==> config.mk <==
export PLATFORM = sky130hd
export DESIGN_NAME = lcrt_hash
export DESIGN_NICKNAME = d
export VERILOG_FILES = /design/src/rtl/lcrt_pkg.sv /design/src/rtl/lcrt_hash.sv
export SDC_FILE = /design/constraint.sdc
export NUM_CORES = 1
export LEC_CHECK = 0
export ABC_AREA = 1
export BUFFER_PORTS_ARGS = -buffer_cell sky130_fd_sc_hd__buf_2
export CAP_MARGIN = 20
export CORE_MARGIN = 1
export CORE_UTILIZATION = 40
export CTS_BUF_LIST = sky130_fd_sc_hd__clkbuf_8 sky130_fd_sc_hd__clkbuf_16
export DETAILED_ROUTE_END_ITERATION = 10
export GPL_TIMING_DRIVEN = 0
export SKIP_LAST_GASP = 1
export SLEW_MARGIN = 15
export SYNTH_ARGS = -nofsm -noshare
export SYNTH_HDL_FRONTEND = slang
export SYNTH_SLANG_ARGS = --single-unit
==> constraint.sdc <==
create_clock -name clk -period 6 [get_ports clk]
set_input_delay 0.3 -clock clk [delete_from_list [all_inputs] [get_ports clk]]
set_output_delay 0.3 -clock clk [all_outputs]
set_load 0.02 [all_outputs]
==> src/rtl/lcrt_pkg.sv <==
package lcrt_pkg;

	localparam int CAPACITY    = 1024;   // power of two
	localparam int PROBE_LIMIT = 8;

	localparam int IDX_W  = $clog2(CAPACITY);
	localparam int PRB_W  = $clog2(PROBE_LIMIT + 1);
	localparam int KEY_W  = 32;
	localparam int LEN_W  = 11;
	localparam int SEEN_W = KEY_W + 1;
	localparam int EP_W   = 2 * KEY_W + 1;

	localparam logic [KEY_W-1:0] HASH_MUL = 32'h9E37_79B1;
	localparam logic [KEY_W-1:0] I32_MIN  = 32'h8000_0000;
	localparam logic [KEY_W-1:0] I32_MAX  = 32'h7FFF_FFFF;
	localparam logic [LEN_W-1:0] LEN_MAX  = 11'd2047;

	typedef logic [IDX_W-1:0] slot_t;
	typedef logic [KEY_W-1:0] key_t;

endpackage

==> src/rtl/lcrt_hash.sv <==
module lcrt_hash (
	input  logic           clk,
	input  lcrt_pkg::key_t key,
	output lcrt_pkg::slot_t base
);

	lcrt_pkg::key_t prod_q;
	lcrt_pkg::key_t mix;

	always_ff @(posedge clk) begin
		prod_q <= key * lcrt_pkg::HASH_MUL;
	end

	// fold the high half down, then keep the low index bits
	assign mix  = prod_q ^ (prod_q >> 16);
	assign base = mix[lcrt_pkg::IDX_W-1:0];

endmodule

-- Word-level counts from Yosys, hierarchy flattened
Cells that the tools add are included.
- reduce and logical (&&, ||, !) cells: 0
- divide/modulo/power cells: 0
- multipliers: 1
- muxes and demuxes: 0
- bitwise operators: 1
- $lt $le $gt $ge: 0
- eq/ne operators: 0
- shift operators: 0
- add/sub/neg operators: 0
- operators by type and width (operator ; count):
    32-bit by 32-bit multiplier with 26-bit output, second input constant ; 1
    10-bit XOR ; 1
- memory bits (writable): 0
- output and inout bits: 10
- word-level logic and storage cells: 3
- bits in read-only memories: 0
- input bits: 33
- memories kept: 0
- bits in latches: 0
- register bits after elaboration: 26

-- Depth between registers and ports, before layout
- word-level depth: 1
- mapped depth: 30
- depth with buffers taken out: 30

-- Worst setup path before layout
OpenSTA, ideal clock, no wires.
- path kind: in2reg
- start: input key[8]
- end: register prod_q[25]
- setup slack: 866 ps
- setup time: 112 ps
- buffers on the path: 0
- arrival time: 5022 ps
- stages on the path: 23
- data required time: 5888 ps
- cells stage by stage: inv_1 > fa_1 > fa_1 > inv_1 > fa_1 > inv_1 > fa_1 > inv_1 > fa_1 > fa_1 > inv_1 > fa_1 > inv_1 > ha_1 > nand2_1 > inv_1 > nand3_1 > nor2_1 > nand3_1 > nand3_1 > inv_1 > nand2_1 > nand2_1
- longest elaborated chain between the ends: 1
- ends and longest elaborated chain (element ; line ; RTL):
    from (decl) ; lcrt_hash.sv:3 ; input lcrt_pkg::key_t key,
    32-bit by 32-bit multiplier with 26-bit output ; lcrt_hash.sv:11 ; prod_q <= key * lcrt_pkg::HASH_MUL;
    to (signal assigned) ; lcrt_hash.sv:11 ;
    to (decl) ; lcrt_hash.sv:7 ; lcrt_pkg::key_t prod_q;
No other way between the ends.

-- Worst setup path in the final report
Ends and elaborated chain as after synthesis.

==> impl_metrics.json <==
{
  "outcome": "completed",
  "final_cell_mix": "inv_1, ha_1, fa_1",
  "grt-ovfl-total": 0,
  "die_x_um": 129.3,
  "hold_viol": 0,
  "root_buffer": "clkbuf_16",
  "port_buffers": 36,
  "maxSlewHeadroom": 0.7018,
  "vias": 4355,
  "gp_congestion": 0.8354,
  "ys_seq_area_frac": 0.06175,
  "wirelength_um": 13620,
  "worst_slew_pin_slew_ps": 443.3,
  "finalCriticalPeriod_ps": 5621,
  "antenna_left": 0,
  "initial_utilization": 0.4096,
  "firstDrtPassIters": 5,
  "ys_ff_latch": 20,
  "drtIter0Drc": 186,
  "fin_tns_setup_ps": 0,
  "nets": 1063,
  "hold_path.class": "in2reg",
  "layout_commonest_cell": "inv_1",
  "crit_type": "in2reg",
  "final_util": 0.4452,
  "clock_sinks": 20,
  "area_growth_pct": 8.684,
  "rsz0062_at_grt": "no",
  "yosysUniqueCellTypes": 25,
  "fp.dieH_um": 129.3,
  "cp-end-kind": "register",
  "dp.cells": 985,
  "synth_cells": 733,
  "antenna_cells": 0,
  "fmax_mhz": 177.9,
  "row_count": 46,
  "via_per_inst": 4.395,
  "worstPathRequired_ps": 6120,
  "num_io_pins": 43,
  "top_register": "prod_q",
  "syn_nets": 1020,
  "h-tree-depth": 1,
  "setup_viol": 0,
  "clk_pin_slew_ps": 50,
  "holdWs_ps": 328.2,
  "die_area_um2": 16720,
  "largest_register_ffs": 20,
  "grt_start_max_net_pins": 14,
  "finalCritPeriodShare": 0.9368,
  "grt_pass1_vias": 4767,
  "fin_cells": 991,
  "grt_pass1_wl_um": 23580,
  "avgSynthCellArea_um2": 8.845,
  "slew_viol_final": 0,
  "cts_inserted_buffers": 3,
  "core-area_um2": 15830,
  "antenna_found_initial": 0,
  "fillers": 1558,
  "min_path_cells": 1,
  "synth_warnings": 0,
  "cp-start-kind": "input pin",
  "drive_gt1_frac": 0.06710,
  "cap_violations": 0,
  "clock_path_buffers": 2,
  "reg_top3": "prod_q: 20 flops",
  "cp.arrival_ps": 5750,
  "grt_usage": 0.1850,
  "drc": 0,
  "hpwl_um": 12360,
  "routedWlPerCell_um": 13.74,
  "tritoncts": "done",
  "syn_area_um2": 6484,
  "path_max_fanout": 6
}
==> cell families (layout without fill, tap and decap cells) <==
| logic type | count (synthesis) | in the layout | share of synthesized area |
|---|---|---|---|
| AND/OR/NAND/NOR | 136 | 136 | 0.08973 |
| AO/OA/AOI/OAI | 32 | 32 | 0.02934 |
| buffers and inverters | 266 | 308 | 0.1540 |
| adder cells (fa/ha/maj) | 254 | 254 | 0.6314 |
| flip-flops | 20 | 20 | 0.06175 |
| XOR/XNOR | 25 | 25 | 0.03377 |
==> metal layers <==
layer / vias up / GRT usage / share of wire
met5: - / 0 / 0
met4: 0 / 0.01938 / 0.0067
met3: 6 / 0.008258 / 0.026
met2: 66 / 0.3276 / 0.48
met1: 2064 / 0.2585 / 0.49
li1: 2219 / - / -
==> metrics by stage <==
stage	area, um^2	setup WS, ps
5_1_grt	7047	54.71
3_3_place_gp	6934	29.99
6_report	7047	379.3
4_1_cts	7023	316.2
3_5_place_dp	6934	81.21
2_1_floorplan	6484	866.1
==> critical path, stage by stage <==
cell        delay (ps)
clkbuf_4           200
clkinvlp_4         170
fa_1               520
fa_1               560
inv_1               60
fa_1               500
inv_1               50
fa_1               530
inv_1               60
fa_1               460
fa_1               500
inv_1               50
fa_1               470
inv_1               40
ha_1               340
nand2_1             90
inv_1               60
nand3_1            110
inv_1               50
a21oi_1            220
nand3_1            180
nand3_1            120
nand2_1             90
==> synth_stat cells <==
| library cell | instances | area (um^2) |
|---|---|---|
| o21a_1 | 1 | 7.510 |
| nand2_1 | 96 | 360.4 |
| nand3b_1 | 4 | 30.03 |
| dfxtp_1 | 20 | 400.4 |
| xor2_1 | 21 | 183.9 |
| a21boi_0 | 1 | 7.510 |
| o21ai_1 | 3 | 15.01 |
| nand2_2 | 2 | 12.51 |
| a31oi_1 | 1 | 6.260 |
| a21oi_1 | 18 | 90.09 |
| o21bai_4 | 1 | 18.77 |
| nand3_1 | 18 | 90.09 |
| nand4_1 | 2 | 12.51 |
| a21oi_2 | 1 | 8.760 |
| a21o_1 | 1 | 7.510 |
| ha_1 | 132 | 1652 |
| nor4_4 | 1 | 21.27 |
| fa_1 | 122 | 2442 |
| inv_1 | 265 | 994.7 |
| inv_2 | 1 | 3.750 |
| o21ai_0 | 4 | 20.02 |
| nor2_1 | 12 | 45.04 |
| xnor2_1 | 4 | 35.03 |
| o21ai_2 | 1 | 8.760 |
| nor3_2 | 1 | 10.01 |
==> path summary, 6_finish.rpt <==
check,start,endpoint,slack (ps)
max,key[8],prod_q[25]$_DFF_P_,380
min,key[1],prod_q[1]$_DFF_P_,330
==> what timing repair did <==
item                       in CTS  in global routing
buffers inserted                0                  2
setup endpoints to repair       0                  1
hold buffers                    0                  0
gates resized for setup         0                  3
==> area by class of cell <==
cell class	instances	area (um^2)	area share
Multi-Input combinational cell	447	5087	0.7219
Inverter	266	1002	0.1422
Sequential cell	20	400.4	0.05682
Tap cell	216	270.3	0.03835
Timing Repair Buffer	38	197.7	0.02805
Clock buffer	4	88.84	0.01261
Power is not shown: default switching activity piles up to over one toggle a cycle in this logic, so the estimate is an artifact.
